### src/hw/rtl/bpfr_pkg.sv
// shared types and constants for the buffer pool frame replacer
`default_nettype none
package bpfr_pkg;
	localparam int FRAMES_DEF  = 16;
	localparam int PIN_MAX_DEF = 255;
	localparam int PAGE_W      = 31;
	localparam int MAX_RES     = 16;

	localparam logic [1:0] CMD_PIN   = 2'd0;
	localparam logic [1:0] CMD_UNPIN = 2'd1;
	localparam logic [1:0] CMD_FLUSH = 2'd2;

	localparam logic [1:0] ST_OK      = 2'd0;
	localparam logic [1:0] ST_NOTRES  = 2'd1;
	localparam logic [1:0] ST_ALLPIN  = 2'd2;

	localparam logic CFG_MODE   = 1'b0;
	localparam logic CFG_FRAMES = 1'b1;

	typedef struct packed {
		logic [3:0]        frame;
		logic              hit;
		logic              load_page;
		logic              evict_valid;
		logic [PAGE_W-1:0] old_page_id;
		logic              write_back;
		logic [1:0]        status;
		logic              last;
	} result_t;
endpackage
`default_nettype wire

### src/hw/rtl/bpfr_ram.sv
// generic ram with one write port and one read port, registered read
`default_nettype none
module bpfr_ram #(
	parameter int WIDTH = 8,
	parameter int DEPTH = 16
) (
	input  wire logic                     clk,
	input  wire logic                     we,
	input  wire logic [$clog2(DEPTH)-1:0] waddr,
	input  wire logic [WIDTH-1:0]         wdata,
	input  wire logic [$clog2(DEPTH)-1:0] raddr,
	output logic      [WIDTH-1:0]         rdata
);
	logic [WIDTH-1:0] mem_q [DEPTH];

	always_ff @(posedge clk) begin
		if (we) begin
			mem_q[waddr] <= wdata;
		end
		rdata <= mem_q[raddr];
	end
endmodule
`default_nettype wire

### src/hw/rtl/buffer_pool_frame_replacer.sv
// top level of the buffer pool frame replacer
// One command is handled at a time by a sequencer that walks the frames one per cycle
// through a single compare unit and the page id ram (a flush waits while a result beat
// is held). A pin makes one lookup pass over the frames in use, then a victim pass (lru:
// one pass plus a free scan; clock: free scan then up to two turns of the hand), then an
// update that reads the victim page and then commits, and in lru mode a recency pass over
// all FRAMES entries. An unpin makes a lookup pass and the update (lru adds the recency
// pass when the count reaches zero); a flush walks the frames once and emits one beat per
// dirty page. In clock mode the hand is first brought back into range after the pool was
// shrunk; the frame walk sets how long a pin takes.
// Input is not ready while a command is in progress or its last result beat waits.
`default_nettype none
module buffer_pool_frame_replacer #(
	parameter int FRAMES  = bpfr_pkg::FRAMES_DEF,
	parameter int PIN_MAX = bpfr_pkg::PIN_MAX_DEF
) (
	input  wire logic                        clk,
	input  wire logic                        arst_n,
	input  wire logic                        cfg_we,
	input  wire logic                        cfg_index,
	input  wire logic [4:0]                  cfg_data,
	input  wire logic                        in_valid,
	output logic                             in_ready,
	input  wire logic [1:0]                  cmd,
	input  wire logic [bpfr_pkg::PAGE_W-1:0] page_id,
	input  wire logic                        mark_dirty,
	output logic                             out_valid,
	input  wire logic                        out_ready,
	output logic [3:0]                       frame,
	output logic                             hit,
	output logic                             load_page,
	output logic                             evict_valid,
	output logic [bpfr_pkg::PAGE_W-1:0]      old_page_id,
	output logic                             write_back,
	output logic [1:0]                       status,
	output logic                             last
);
	import bpfr_pkg::*;

	localparam int FW = $clog2(FRAMES);
	localparam int CW = $clog2(FRAMES + 1);
	localparam int PW = $clog2(PIN_MAX + 1);
	localparam int SW = $clog2(2 * FRAMES + 1);

	typedef enum logic [8:0] {
		S_IDLE   = 9'b000000001,
		S_LOOK   = 9'b000000010,
		S_LRU    = 9'b000000100,
		S_FREE   = 9'b000001000,
		S_SWEEP  = 9'b000010000,
		S_UPD    = 9'b000100000,
		S_TOUCH  = 9'b001000000,
		S_FLUSH  = 9'b010000000,
		S_OUT    = 9'b100000000
	} state_t;

	state_t state_q;
	logic mode_q;
	logic [4:0] act_q;
	logic [CW-1:0] n;

	logic [FRAMES-1:0] valid_q, dirty_q, ref_q, inlist_q;
	logic [PW-1:0] pin_q [FRAMES];
	logic [FW-1:0] rank_q [FRAMES];
	logic [FW-1:0] hand_q;

	logic [1:0] cmd_q;
	logic [PAGE_W-1:0] page_q;
	logic md_q;
	logic [FW-1:0] idx_q, found_q;
	logic found_v_q;
	logic [SW-1:0] cnt_q;
	logic [FW-1:0] rd_idx;
	logic [PAGE_W-1:0] rd_page;
	logic cmp_pending_q;
	logic [FW-1:0] cmp_idx_q;
	logic [4:0] nres_q;
	logic last_pending_q;
	logic lookup_hit_q;
	logic to_touch;

	logic ram_we;
	logic [FW-1:0] ram_wa;
	result_t res_q;

	always_comb begin
		if (act_q == 5'd0) begin
			n = CW'(1);
		end else if (32'(act_q) > 32'(FRAMES)) begin
			n = CW'(FRAMES);
		end else begin
			n = CW'(act_q);
		end
	end

	bpfr_ram #(.WIDTH(PAGE_W), .DEPTH(FRAMES)) u_page_ram (
		.clk   (clk),
		.we    (ram_we),
		.waddr (ram_wa),
		.wdata (page_q),
		.raddr (rd_idx),
		.rdata (rd_page)
	);

	assign in_ready    = (state_q == S_IDLE) && !out_valid;
	assign frame       = res_q.frame;
	assign hit         = res_q.hit;
	assign load_page   = res_q.load_page;
	assign evict_valid = res_q.evict_valid;
	assign old_page_id = res_q.old_page_id;
	assign write_back  = res_q.write_back;
	assign status      = res_q.status;
	assign last        = res_q.last;

	logic idx_end;
	assign idx_end = ({1'b0, idx_q} + 1'b1) >= (FW+1)'(n);

	// next hand position
	logic [FW-1:0] hand_m, hand_nx;
	always_comb begin
		hand_m  = ({1'b0, hand_q} >= (FW+1)'(n)) ? FW'(0) : hand_q;
		hand_nx = (({1'b0, hand_m} + 1'b1) >= (FW+1)'(n)) ? FW'(0) : FW'(hand_m + 1'b1);
	end

	assign to_touch = !mode_q && (cmd_q != CMD_UNPIN || pin_q[found_q] <= PW'(1));

	assign rd_idx = idx_q;
	assign ram_we = (state_q == S_UPD) && (cmd_q == CMD_PIN) && !lookup_hit_q
		&& cmp_pending_q;
	assign ram_wa = found_q;

	always_ff @(posedge clk or negedge arst_n) begin
		if (!arst_n) begin
			state_q   <= S_IDLE;
			mode_q    <= 1'b0;
			act_q     <= 5'd16;
			valid_q   <= '0;
			dirty_q   <= '0;
			ref_q     <= '0;
			inlist_q  <= '0;
			hand_q    <= '0;
			out_valid <= 1'b0;
			for (int i = 0; i < FRAMES; i++) begin
				pin_q[i]  <= '0;
				rank_q[i] <= '0;
			end
			cmd_q <= '0; page_q <= '0; md_q <= 1'b0; idx_q <= '0; found_q <= '0;
			found_v_q <= 1'b0; cnt_q <= '0; cmp_pending_q <= 1'b0; cmp_idx_q <= '0;
			nres_q <= '0; last_pending_q <= 1'b0; res_q <= '0;
		end else begin
			if (cfg_we && state_q == S_IDLE) begin
				if (cfg_index == CFG_MODE) begin
					mode_q <= cfg_data[0];
				end else begin
					act_q <= cfg_data;
				end
			end
			if (out_valid && out_ready) begin
				out_valid <= 1'b0;
			end
			case (state_q)
				S_IDLE: begin
					if (in_valid && in_ready) begin
						cmd_q <= cmd; page_q <= page_id; md_q <= mark_dirty;
						idx_q <= '0; found_v_q <= 1'b0; cmp_pending_q <= 1'b0;
						nres_q <= '0;
						if (cmd == CMD_FLUSH) begin
							state_q <= S_FLUSH;
						end else if (cmd == CMD_PIN || cmd == CMD_UNPIN) begin
							state_q <= S_LOOK;
						end
					end
				end
				S_LOOK: begin
					// ram read of idx_q lands next cycle; compare delayed entry
					if (cmp_pending_q && !found_v_q && valid_q[cmp_idx_q]
						&& rd_page == page_q) begin
						found_v_q <= 1'b1;
						found_q   <= cmp_idx_q;
					end
					cmp_idx_q     <= idx_q;
					if (!cmp_pending_q || !idx_end || cmp_idx_q != idx_q) begin
						cmp_pending_q <= 1'b1;
						if (!idx_end) idx_q <= idx_q + 1'b1;
					end
					if (cmp_pending_q && cmp_idx_q == idx_q && idx_end) begin
						cmp_pending_q <= 1'b0;
						idx_q <= '0;
						if (found_v_q || (valid_q[cmp_idx_q] && rd_page == page_q)) begin
							state_q <= S_UPD;
						end else if (cmd_q == CMD_UNPIN) begin
							res_q <= '{frame: 4'd0, hit: 1'b0, load_page: 1'b0,
								evict_valid: 1'b0, old_page_id: '0, write_back: 1'b0,
								status: ST_NOTRES, last: 1'b1};
							out_valid <= 1'b1;
							state_q <= S_IDLE;
						end else if (mode_q == 1'b0) begin
							state_q <= S_LRU;
						end else begin
							state_q <= S_FREE;
						end
					end
				end
				S_LRU: begin
					if (inlist_q[idx_q] && pin_q[idx_q] == '0 && (!found_v_q
						|| rank_q[idx_q] > rank_q[found_q])) begin
						found_v_q <= 1'b1;
						found_q   <= idx_q;
					end
					if (idx_end) begin
						idx_q <= '0;
						state_q <= S_FREE;
					end else begin
						idx_q <= idx_q + 1'b1;
					end
				end
				S_FREE: begin
					if (found_v_q) begin
						state_q <= S_UPD; idx_q <= found_q;
					end else if (!valid_q[idx_q]) begin
						found_v_q <= 1'b1; found_q <= idx_q;
						state_q <= S_UPD;
					end else if (idx_end) begin
						cnt_q <= '0;
						if (mode_q) begin
							state_q <= S_SWEEP;
						end else begin
							state_q <= S_OUT;
						end
					end else begin
						idx_q <= idx_q + 1'b1;
					end
				end
				S_SWEEP: begin
					if ({1'b0, hand_q} >= (FW+1)'(n)) begin
						// bring the hand back into the pool
						hand_q <= hand_q - FW'(n);
					end else if (cnt_q >= SW'({n, 1'b0})) begin
						state_q <= S_OUT;
					end else begin
						cnt_q  <= cnt_q + 1'b1;
						hand_q <= hand_nx;
						if (pin_q[hand_m] == '0) begin
							if (ref_q[hand_m]) begin
								ref_q[hand_m] <= 1'b0;
							end else begin
								found_v_q <= 1'b1; found_q <= hand_m;
								idx_q <= hand_m;
								state_q <= S_UPD;
							end
						end
					end
				end
				S_OUT: begin
					res_q <= '{frame: 4'd0, hit: 1'b0, load_page: 1'b0,
						evict_valid: 1'b0, old_page_id: '0, write_back: 1'b0,
						status: ST_ALLPIN, last: 1'b1};
					out_valid <= 1'b1;
					state_q <= S_IDLE;
				end
				S_UPD: begin
					// read the victim page first, then commit
					if (!cmp_pending_q) begin
						cmp_pending_q <= 1'b1;
						idx_q <= found_q;
					end else begin
						cmp_pending_q <= 1'b0;
						idx_q <= '0;
						if (to_touch) begin
							state_q <= S_TOUCH;
						end else begin
							state_q <= S_IDLE;
							out_valid <= 1'b1;
						end
						if (cmd_q == CMD_UNPIN) begin
							if (md_q) dirty_q[found_q] <= 1'b1;
							if (pin_q[found_q] != '0) pin_q[found_q] <= pin_q[found_q] - 1'b1;
							res_q <= '{frame: 4'(found_q), hit: 1'b0, load_page: 1'b0,
								evict_valid: 1'b0, old_page_id: '0, write_back: 1'b0,
								status: ST_OK, last: 1'b1};
						end else if (lookup_hit_q) begin
							if (pin_q[found_q] < PW'(PIN_MAX)) begin
								pin_q[found_q] <= pin_q[found_q] + 1'b1;
							end
							if (mode_q) ref_q[found_q] <= 1'b1;
							res_q <= '{frame: 4'(found_q), hit: 1'b1, load_page: 1'b0,
								evict_valid: 1'b0, old_page_id: '0, write_back: 1'b0,
								status: ST_OK, last: 1'b1};
						end else begin
							valid_q[found_q] <= 1'b1;
							dirty_q[found_q] <= 1'b0;
							pin_q[found_q]   <= PW'(1);
							ref_q[found_q]   <= 1'b1;
							res_q <= '{frame: 4'(found_q), hit: 1'b0, load_page: 1'b1,
								evict_valid: valid_q[found_q],
								old_page_id: valid_q[found_q] ? rd_page : '0,
								write_back: valid_q[found_q] & dirty_q[found_q],
								status: ST_OK, last: 1'b1};
						end
					end
				end
				S_TOUCH: begin
					// one frame of the recency update per cycle
					if (idx_q != found_q && inlist_q[idx_q] && (!inlist_q[found_q]
						|| rank_q[idx_q] < rank_q[found_q])) begin
						rank_q[idx_q] <= rank_q[idx_q] + 1'b1;
					end
					if ({1'b0, idx_q} == (FW+1)'(FRAMES - 1)) begin
						inlist_q[found_q] <= 1'b1;
						rank_q[found_q]   <= '0;
						out_valid <= 1'b1;
						state_q <= S_IDLE;
					end else begin
						idx_q <= idx_q + 1'b1;
					end
				end
				S_FLUSH: begin
					// wait for result slot, read page, then emit
					if (!out_valid || out_ready) begin
						if (cmp_pending_q) begin
							cmp_pending_q <= 1'b0;
							res_q <= '{frame: 4'(cmp_idx_q), hit: 1'b0, load_page: 1'b0,
								evict_valid: 1'b0, old_page_id: rd_page, write_back: 1'b1,
								status: ST_OK, last: last_pending_q};
							out_valid <= 1'b1;
							dirty_q[cmp_idx_q] <= 1'b0;
							nres_q <= nres_q + 1'b1;
							if (last_pending_q) state_q <= S_IDLE;
						end else begin
							logic more;
							more = 1'b0;
							for (int j = 0; j < FRAMES; j++) begin
								if (j > int'(idx_q) && j < int'(n) && valid_q[j] && dirty_q[j])
									more = 1'b1;
							end
							if (valid_q[idx_q] && dirty_q[idx_q] && {1'b0, idx_q} < (FW+1)'(n)) begin
								cmp_pending_q  <= 1'b1;
								cmp_idx_q      <= idx_q;
								last_pending_q <= !more || (nres_q == 5'(MAX_RES - 1));
								idx_q <= idx_end ? idx_q : idx_q + 1'b1;
							end else if (idx_end || {1'b0, idx_q} >= (FW+1)'(n)) begin
								res_q <= '{frame: 4'd0, hit: 1'b0, load_page: 1'b0,
									evict_valid: 1'b0, old_page_id: '0, write_back: 1'b0,
									status: ST_OK, last: 1'b1};
								out_valid <= 1'b1;
								state_q <= S_IDLE;
							end else begin
								idx_q <= idx_q + 1'b1;
							end
						end
					end
				end
				default: state_q <= S_IDLE;
			endcase
		end
	end

	always_ff @(posedge clk or negedge arst_n) begin
		if (!arst_n) begin
			lookup_hit_q <= 1'b0;
		end else if (state_q == S_IDLE) begin
			lookup_hit_q <= 1'b0;
		end else if (state_q == S_LOOK && cmp_pending_q && cmp_idx_q == idx_q && idx_end) begin
			lookup_hit_q <= found_v_q || (valid_q[cmp_idx_q] && rd_page == page_q);
		end
	end
endmodule
`default_nettype wire

### config.mk
export PLATFORM = sky130hd
export DESIGN_NAME = buffer_pool_frame_replacer
export DESIGN_NICKNAME = d
export VERILOG_FILES = /design/src/hw/rtl/bpfr_pkg.sv /design/src/hw/rtl/bpfr_ram.sv /design/src/hw/rtl/buffer_pool_frame_replacer.sv
export SDC_FILE = /design/constraint.sdc
export NUM_CORES = 2
export LEC_CHECK = 0
export BUFFER_PORTS_ARGS = -buffer_cell sky130_fd_sc_hd__buf_4
export CAP_MARGIN = 20
export CORE_MARGIN = 8
export CORE_UTILIZATION = 65
export CTS_CLUSTER_SIZE = 12
export DETAILED_ROUTE_END_ITERATION = 10
export PLACE_DENSITY = 0.82
export SLEW_MARGIN = 15
export SYNTH_ARGS = -nofsm -noshare
export SYNTH_HDL_FRONTEND = slang
export SYNTH_SLANG_ARGS = --single-unit
### constraint.sdc
create_clock -name clk -period 12.5 [get_ports clk]
set_clock_uncertainty 0.15 [all_clocks]
set_input_delay 1.875 -clock clk [delete_from_list [all_inputs] [get_ports clk]]
set_output_delay 1.875 -clock clk [all_outputs]
set_load 0.01 [all_outputs]
==> Word level (Yosys, flattened, before mapping) <==
Memory sizes are Yosys's and may differ from the RTL's. A register that Yosys moved wholly into a read port is not among the register bits.
Index checks and enable logic that the tools add are counted.
{ "word_totals": {"regBits": 379, "mem_bits_rw": 496, "in_bits": 45, "out_inout_bits": 44, "elab_cells": 534, "memories": 1} }
{ "mem_list": {"columns": ["name", "depth", "width", "read_ports", "rd_ports_with_merged_regs", "write_ports", "line", "rtl"], "rows": [
  ["u_page_ram.mem_q", 16, 31, 1, 1, 1, "bpfr_ram.sv:14", "logic [WIDTH-1:0] mem_q [DEPTH];"]
]} }
{ "classes": {"add_sub_neg": 10, "magnitude_cmp": 53, "eq_ne": 59, "mux": 200, "bitwise_logic": 23, "reduce_logical": 127} }
{ "op_table": {"columns": ["operator", "count"], "rows": [
  ["$mux 128", 4],
  ["$mux 42", 8],
  ["$bwmux 128", 2],
  ["$mux 16", 14],
  ["$mux 64", 3],
  ["$mux 9", 20],
  ["$pmux 42 s4", 1],
  ["$mux 4", 36],
  ["$and 112x112->112", 1],
  ["$not 112->112", 1],
  ["$bmux 8 s4", 3],
  ["$or 16x16->16", 5],
  ["$mux 38", 2],
  ["$logic_and 1x1->1", 73],
  ["$pmux 9 s8", 1],
  ["$and 64x64->64", 1],
  ["$bwmux 64", 1],
  ["$not 64->64", 1],
  ["$pmux 16 s2", 2],
  ["$mux 1", 59],
  ["$mux 8", 7],
  ["$and 16x16->16", 3],
  ["$ne 2x2->1 const B", 24],
  ["$not 16->16", 3],
  ["other kinds (84)", 197]
]} }

==> Logic depth before layout (Yosys ltp) <==
{ "logic_depth": {"word_depth": 27, "ltp_mapped": 23} }

==> Modules after synthesis <==
From an unflattened synthesis, not the netlist that was laid out.
{ "unflattened": {"cells_unflattened": 3038, "hier_area_um2": 41706.2} }
{ "by_module_without_submodules": {"columns": ["module", "n_inst", "cells_each", "area_each_um2"], "rows": [
  ["buffer_pool_frame_replacer", 1, 2226, 22457.8],
  ["bpfr_ram", 1, 812, 19248.5]
]} }

==> Worst setup path before layout <==
OpenSTA, ideal clock, no wires.
{ "synth_timing": {"path_kind": "reg2reg", "from": "reg found_q[0]", "to": "reg rank_q[39] (netlist name)", "setup_ns": 0.122, "arrival_time_ns": 4.343, "required_ns": 12.228, "setup_slack_ns": 7.885, "stages_incl_launch_ff": 21, "path_buffers": 7, "cell_sequence": "dfrtp_1 -> buf_6 -> buf_6 -> buf_6 -> buf_4 -> buf_4 -> buf_4 -> mux4_2 -> mux4_2 -> inv_1 -> ha_1 -> nor2b_1 -> o21ai_0 -> nand2b_1 -> a21oi_1 -> o211a_1 -> clkbuf_1 -> nand2_1 -> o22ai_1 -> nand3_1 -> a32o_1"} }
{ "synth_via": {"elab_chain_cells": 11, "elab_cells_between_ends": 22, "classes_between": "order compare (3); eq/ne (1); mux (10); bitwise (3); reduce/logical (5)"} }
{ "synth_rtl": {"columns": ["item", "line", "rtl"], "rows": [
  ["start: declaration", "buffer_pool_frame_replacer.sv:70", "logic [FW-1:0] idx_q, found_q;"],
  ["start signal: assignment", "buffer_pool_frame_replacer.sv:179", "found_q <= cmp_idx_q;"],
  ["start signal: assignment", "buffer_pool_frame_replacer.sv:208", "found_q <= idx_q;"],
  ["$not 4->5 (implied by the code)", "buffer_pool_frame_replacer.sv:305, buffer_pool_frame_replacer.sv:310", null],
  ["$bmux 4 s4", "buffer_pool_frame_replacer.sv:305", "|| rank_q[idx_q] < rank_q[found_q])) begin"],
  ["$mux 4 (implied by the code) (2 in series)", "buffer_pool_frame_replacer.sv:305", null],
  ["$lt 4x4->1", "buffer_pool_frame_replacer.sv:305", null],
  ["$logic_or 1x1->1", "buffer_pool_frame_replacer.sv:305", null],
  ["$logic_and 1x1->1", "buffer_pool_frame_replacer.sv:304", "if (idx_q != found_q && inlist_q[idx_q] && (!inlist_q[found_q]"],
  ["$mux 64", "buffer_pool_frame_replacer.sv:304", null],
  ["$mux 64", "buffer_pool_frame_replacer.sv:161", "case (state_q)"],
  ["$and 64x64->64 (no source line)", null, null],
  ["$mux 64 *", "buffer_pool_frame_replacer.sv:308", "if ({1'b0, idx_q} == (FW+1)'(FRAMES - 1)) begin"],
  ["end signal: indexed assignment", "buffer_pool_frame_replacer.sv:306", "rank_q[idx_q] <= rank_q[idx_q] + 1'b1;"],
  ["end: declaration", "buffer_pool_frame_replacer.sv:64", "logic [FW-1:0] rank_q [FRAMES];"]
]} }
Every way passes the cells marked *; elsewhere a longest branch is shown, timed or not. The select of a mux whose other input is x is not followed.
A chain may end at the register's enable or synchronous reset.

==> Final worst setup path <==
{ "layout_timing": {"from": "reg idx_q[1]", "to": "reg res_q, in the netlist old_page_id[28]"} }
{ "layout_via": {"elab_chain_cells": 6, "elab_cells_between_ends": 18, "classes_between": "add/sub (1); order compare (3); eq/ne (4); mux (4); reduce/logical (6)"} }
{ "layout_rtl": {"columns": ["item", "line", "rtl"], "rows": [
  ["start: declaration", "buffer_pool_frame_replacer.sv:70", null],
  ["start signal: assignment", "buffer_pool_frame_replacer.sv:184", "if (!idx_end) idx_q <= idx_q + 1'b1;"],
  ["start signal: assignment", "buffer_pool_frame_replacer.sv:214", "idx_q <= idx_q + 1'b1;"],
  ["start signal: assignment", "buffer_pool_frame_replacer.sv:231", "idx_q <= idx_q + 1'b1;"],
  ["branches (longest 5 deep; another with $add 4x1->5)", null, null],
  ["$reduce_and 8->1 (no source line) *", null, null],
  ["end signal: assignment", "buffer_pool_frame_replacer.sv:294", "res_q <= '{frame: 4'(found_q), hit: 1'b0, load_page: 1'b1,"],
  ["end signal: assignment", "buffer_pool_frame_replacer.sv:322", "res_q <= '{frame: 4'(cmp_idx_q), hit: 1'b0, load_page: 1'b0,"],
  ["end signal: assignment", "buffer_pool_frame_replacer.sv:342", "res_q <= '{frame: 4'd0, hit: 1'b0, load_page: 1'b0,"],
  ["end: declaration", "buffer_pool_frame_replacer.sv:84", "result_t res_q;"]
]} }
Mark *: on every way between the ends. The select of a mux whose other input is x is not followed.

==> flow_metrics.tcl <==
set metrics [dict create \
    ys_types 91 \
    whs_path_depth 1 \
    num_rows 93 \
    whs_endpoint "inlist_q[15]" \
    routed_via_density 7.128 \
    max_clock_freq_ghz 0.1505 \
    dpl-instance-area_mm2 0.04347 \
    p_per_area_mw_per_mm2 182.5 \
    r2r_setup_slack_ns 5.85 \
    stdcell_area_mm2 0.04643 \
    core-area_mm2 0.06412 \
    reg2reg_depth 15 \
    clk_pin_slew_ns 0.06 \
    syn_nets 3113 \
    cp.required_ns 12.91 \
    path_max_fanout 56 \
    drv_cap 0 \
    hold_viol 0 \
    clk_latency_ns 0.69 \
    ys_seq_elements 906 \
    pin_count 89 \
    die_area_mm2 0.07290 \
    synth-edff-count 496 \
    hp-start "inlist_q[15]" \
    drcViolationCount 0 \
    post_cts_buffers 0 \
    arrival_ns 7.06 \
    post-route-min-period_ns 6.646 \
    cts-root-buf "clkbuf_16" \
    grt_pass1_wl_mm 181.1 \
    grt_max_degree 172 \
    cp-start-kind "flip-flop" \
    antenna_found_initial 0 \
    netlist_area_mm2 0.04194 \
    syn_inst 3024 \
    clock_path_buffers 3 \
    place.gp.congestion 0.9795 \
    cts-buffers-inserted 91 \
    r2r_end "old_page_id[28]" \
    p_leak_uw 0.01756 \
    period_share_pct 53.17 \
    ant_nets 0 \
    r2r-start "idx_q[1]" \
    setup_tns_ns 0 \
    layout_commonest_cell "edfxtp_1" \
    setup_viol 0 \
    drive_above_1_share_pct 20.20 \
    die_height_um 270 \
    first_iter_violations 3598 \
    die_w_um 270 \
    grt_overflow_total 0 \
    hold_slack_ns 0.3204 \
    synth_top_flop_cell "edfxtp_1" \
    hold_buffers 0 \
    slew_violations 0 \
    ir_drop_uv 147.7 \
    rsz0062_at_grt "no" \
    io_buffers 88 \
    async_flop_share_pct 41.83 \
    max_slew.worst_pin.slew_ns 1.178 \
    wire_per_inst_um 30.22 \
    status "complete, no violations" \
    cts_tree "yes" \
    drt_pass1_iterations 8 \
    grt_usage_pct 32.44 \
    post_cts_resized 0 \
    endpoint_kind "flip-flop" \
    cts.sink_count 906 \
    dpl.hpwl_mm 74.74 \
    final_cell_mix "edfxtp_1, dfrtp_1, nand2_1, mux2i_1, mux4_2" \
    relSlewSlack_pct 20.96 \
    path_class "reg -> reg" \
    grt_pass1_vias 28637 \
    syn-mean-instance-area_um2 13.87 \
    syn2layout_area_growth_pct 10.73 \
    start_util_pct 65.41 \
    dr_total_vias 28613 \
    ys_warn_count 0 \
    hp-class "reg -> reg" \
    htreeDepth 3 \
    seq_area_frac_synth_pct 59.62 \
    fin_nets 3171 \
    wl_mm 121.3 \
]
cell families (layout without fill, tap and decap cells):
family / count (synthesis) / after routing / share of synthesized area, %
AO/OA/AOI/OAI: 570 / 570 / 9.452
XOR/XNOR: 58 / 58 / 1.211
adder cells (fa/ha/maj): 44 / 44 / 1.331
buffers and inverters: 254 / 388 / 2.575
flip-flops: 906 / 906 / 59.62
multiplexers: 511 / 511 / 17.93
other: 0 / 1 / 0
AND/OR/NAND/NOR: 681 / 681 / 7.877
final cells by class:
| cell class | count | area [um2] |
|---|---|---|
| sequential | 906 | 25020 |
| fill | 4032 | 17680 |
| multi-input combinational | 1864 | 16010 |
| clock buffer | 151 | 2582 |
| timing repair buffer | 146 | 1136 |
| tap | 855 | 1070 |
| clock inverter | 18 | 347.8 |
| inverter | 73 | 274.0 |
| antenna | 1 | 2.502 |
metal layers:
| layer | share of wire (%) | wire, um | global-route usage [%] | vias up |
|---|---|---|---|---|
| met4 | 5.3 | 6372 | 14.84 | 0 |
| li1 | - | - | - | 11811 |
| met2 | 47 | 57190 | 51.12 | 1847 |
| met5 | 0 | 0 | 0 | - |
| met3 | 9.6 | 11620 | 5.904 | 367 |
| met1 | 38 | 46140 | 44.15 | 14588 |
flip-flops by register name, indices dropped and copies added (netlist names), 2 cells and up, named ones only:
register / count
act_q: 5
cmd_q: 2
cmp_idx_q: 4
cnt_q: 6
found_q: 4
frame: 4
hand_q: 4
idx_q: 4
inlist_q: 16
nres_q: 5
old_page_id: 31
page_q: 31
pin_q: 128
rank_q: 64
ref_q: 16
state_q: 9
status: 2
u_page_ram.mem_q: 496
u_page_ram.rdata: 31
valid_q: 16
where the power goes:
| part | switching (uW) | internal (uW) | total [uW] |
|---|---|---|---|
| combinational | 1170 | 669 | 1840 |
| clock | 1160 | 1530 | 2690 |
| sequential | 422 | 3530 | 3950 |
| total | 2760 | 5720 | 8480 |
Yosys cell counts (8+ instances only):
cell type  number  share of area [%]
a211oi_1        8               0.14
nand3_1        55               0.66
nor2_2         10               0.15
o22ai_1        57               0.85
edfxtp_1      496                 36
dfrtp_1       377                 22
mux2_2         95                2.6
mux2i_1       196                4.7
nor4_1         29               0.43
and2_1         12               0.18
a21oi_1       100                1.2
o21ai_0       103                1.2
clkbuf_1      118                1.1
a221oi_1        8               0.17
buf_4           9               0.16
a22o_1         31               0.65
nand2_1       254                2.3
nor2b_1        21               0.31
inv_1          68               0.61
a41oi_1        12               0.25
o21bai_1       27               0.48
mux2_4         53                1.9
buf_1          17               0.15
nor2_1        157                1.4
a31oi_1        33               0.49
a21o_1         11               0.20
nand4_1        21               0.31
xnor2_1        36               0.75
o221ai_1       65                1.4
ha_1           43                1.3
nand2b_1       15               0.22
or4_1           9               0.16
buf_2          30               0.36
and3_1         14               0.21
a32o_1         24               0.57
a22oi_1        23               0.41
nor3_1         41               0.49
xor2_1         22               0.46
o2bb2ai_1      21               0.44
dfxtp_1        31                1.5
mux4_2        161                8.6
worst max path at each step:
stage	startpoint	to	cells after the start
finish	idx_q[1]	old_page_id[28]	15
global route	idx_q[1]	old_page_id[28]	15
CTS	idx_q[1]	old_page_id[28]	15
detailed placement	idx_q[1]	old_page_id[13]	15
global placement	idx_q[1]	old_page_id[17]	14
floorplan	found_q[0]	rank_q[39]	20
metrics by stage:
stage	utilization, %	cells	power [uW]	worst slack (ns)
after floorplan	-	3024	5040	7.885
after global placement	67.79	3842	5705	6.415
after detailed placement	67.80	3843	5776	6.092
after CTS	72.37	4012	8441	6.045
after global routing	72.42	4013	8761	5.604
final	72.42	4014	8476	5.854
worst max-delay path, stage by stage, from the launching register on:
cell     delay, ns
dfrtp_4       0.88
buf_4         0.82
inv_1         0.29
nor2_1        0.72
nand2_1       0.33
xnor2_1       0.34
ha_1          0.19
a21o_1        0.11
a31oi_1       0.04
buf_4         0.19
nor2_1        0.28
nor2_1        0.17
a211o_1       0.34
nor3_4        0.55
buf_4         0.68
mux2i_1       0.31
No activity file was read; power rests on OpenSTA's default activity.
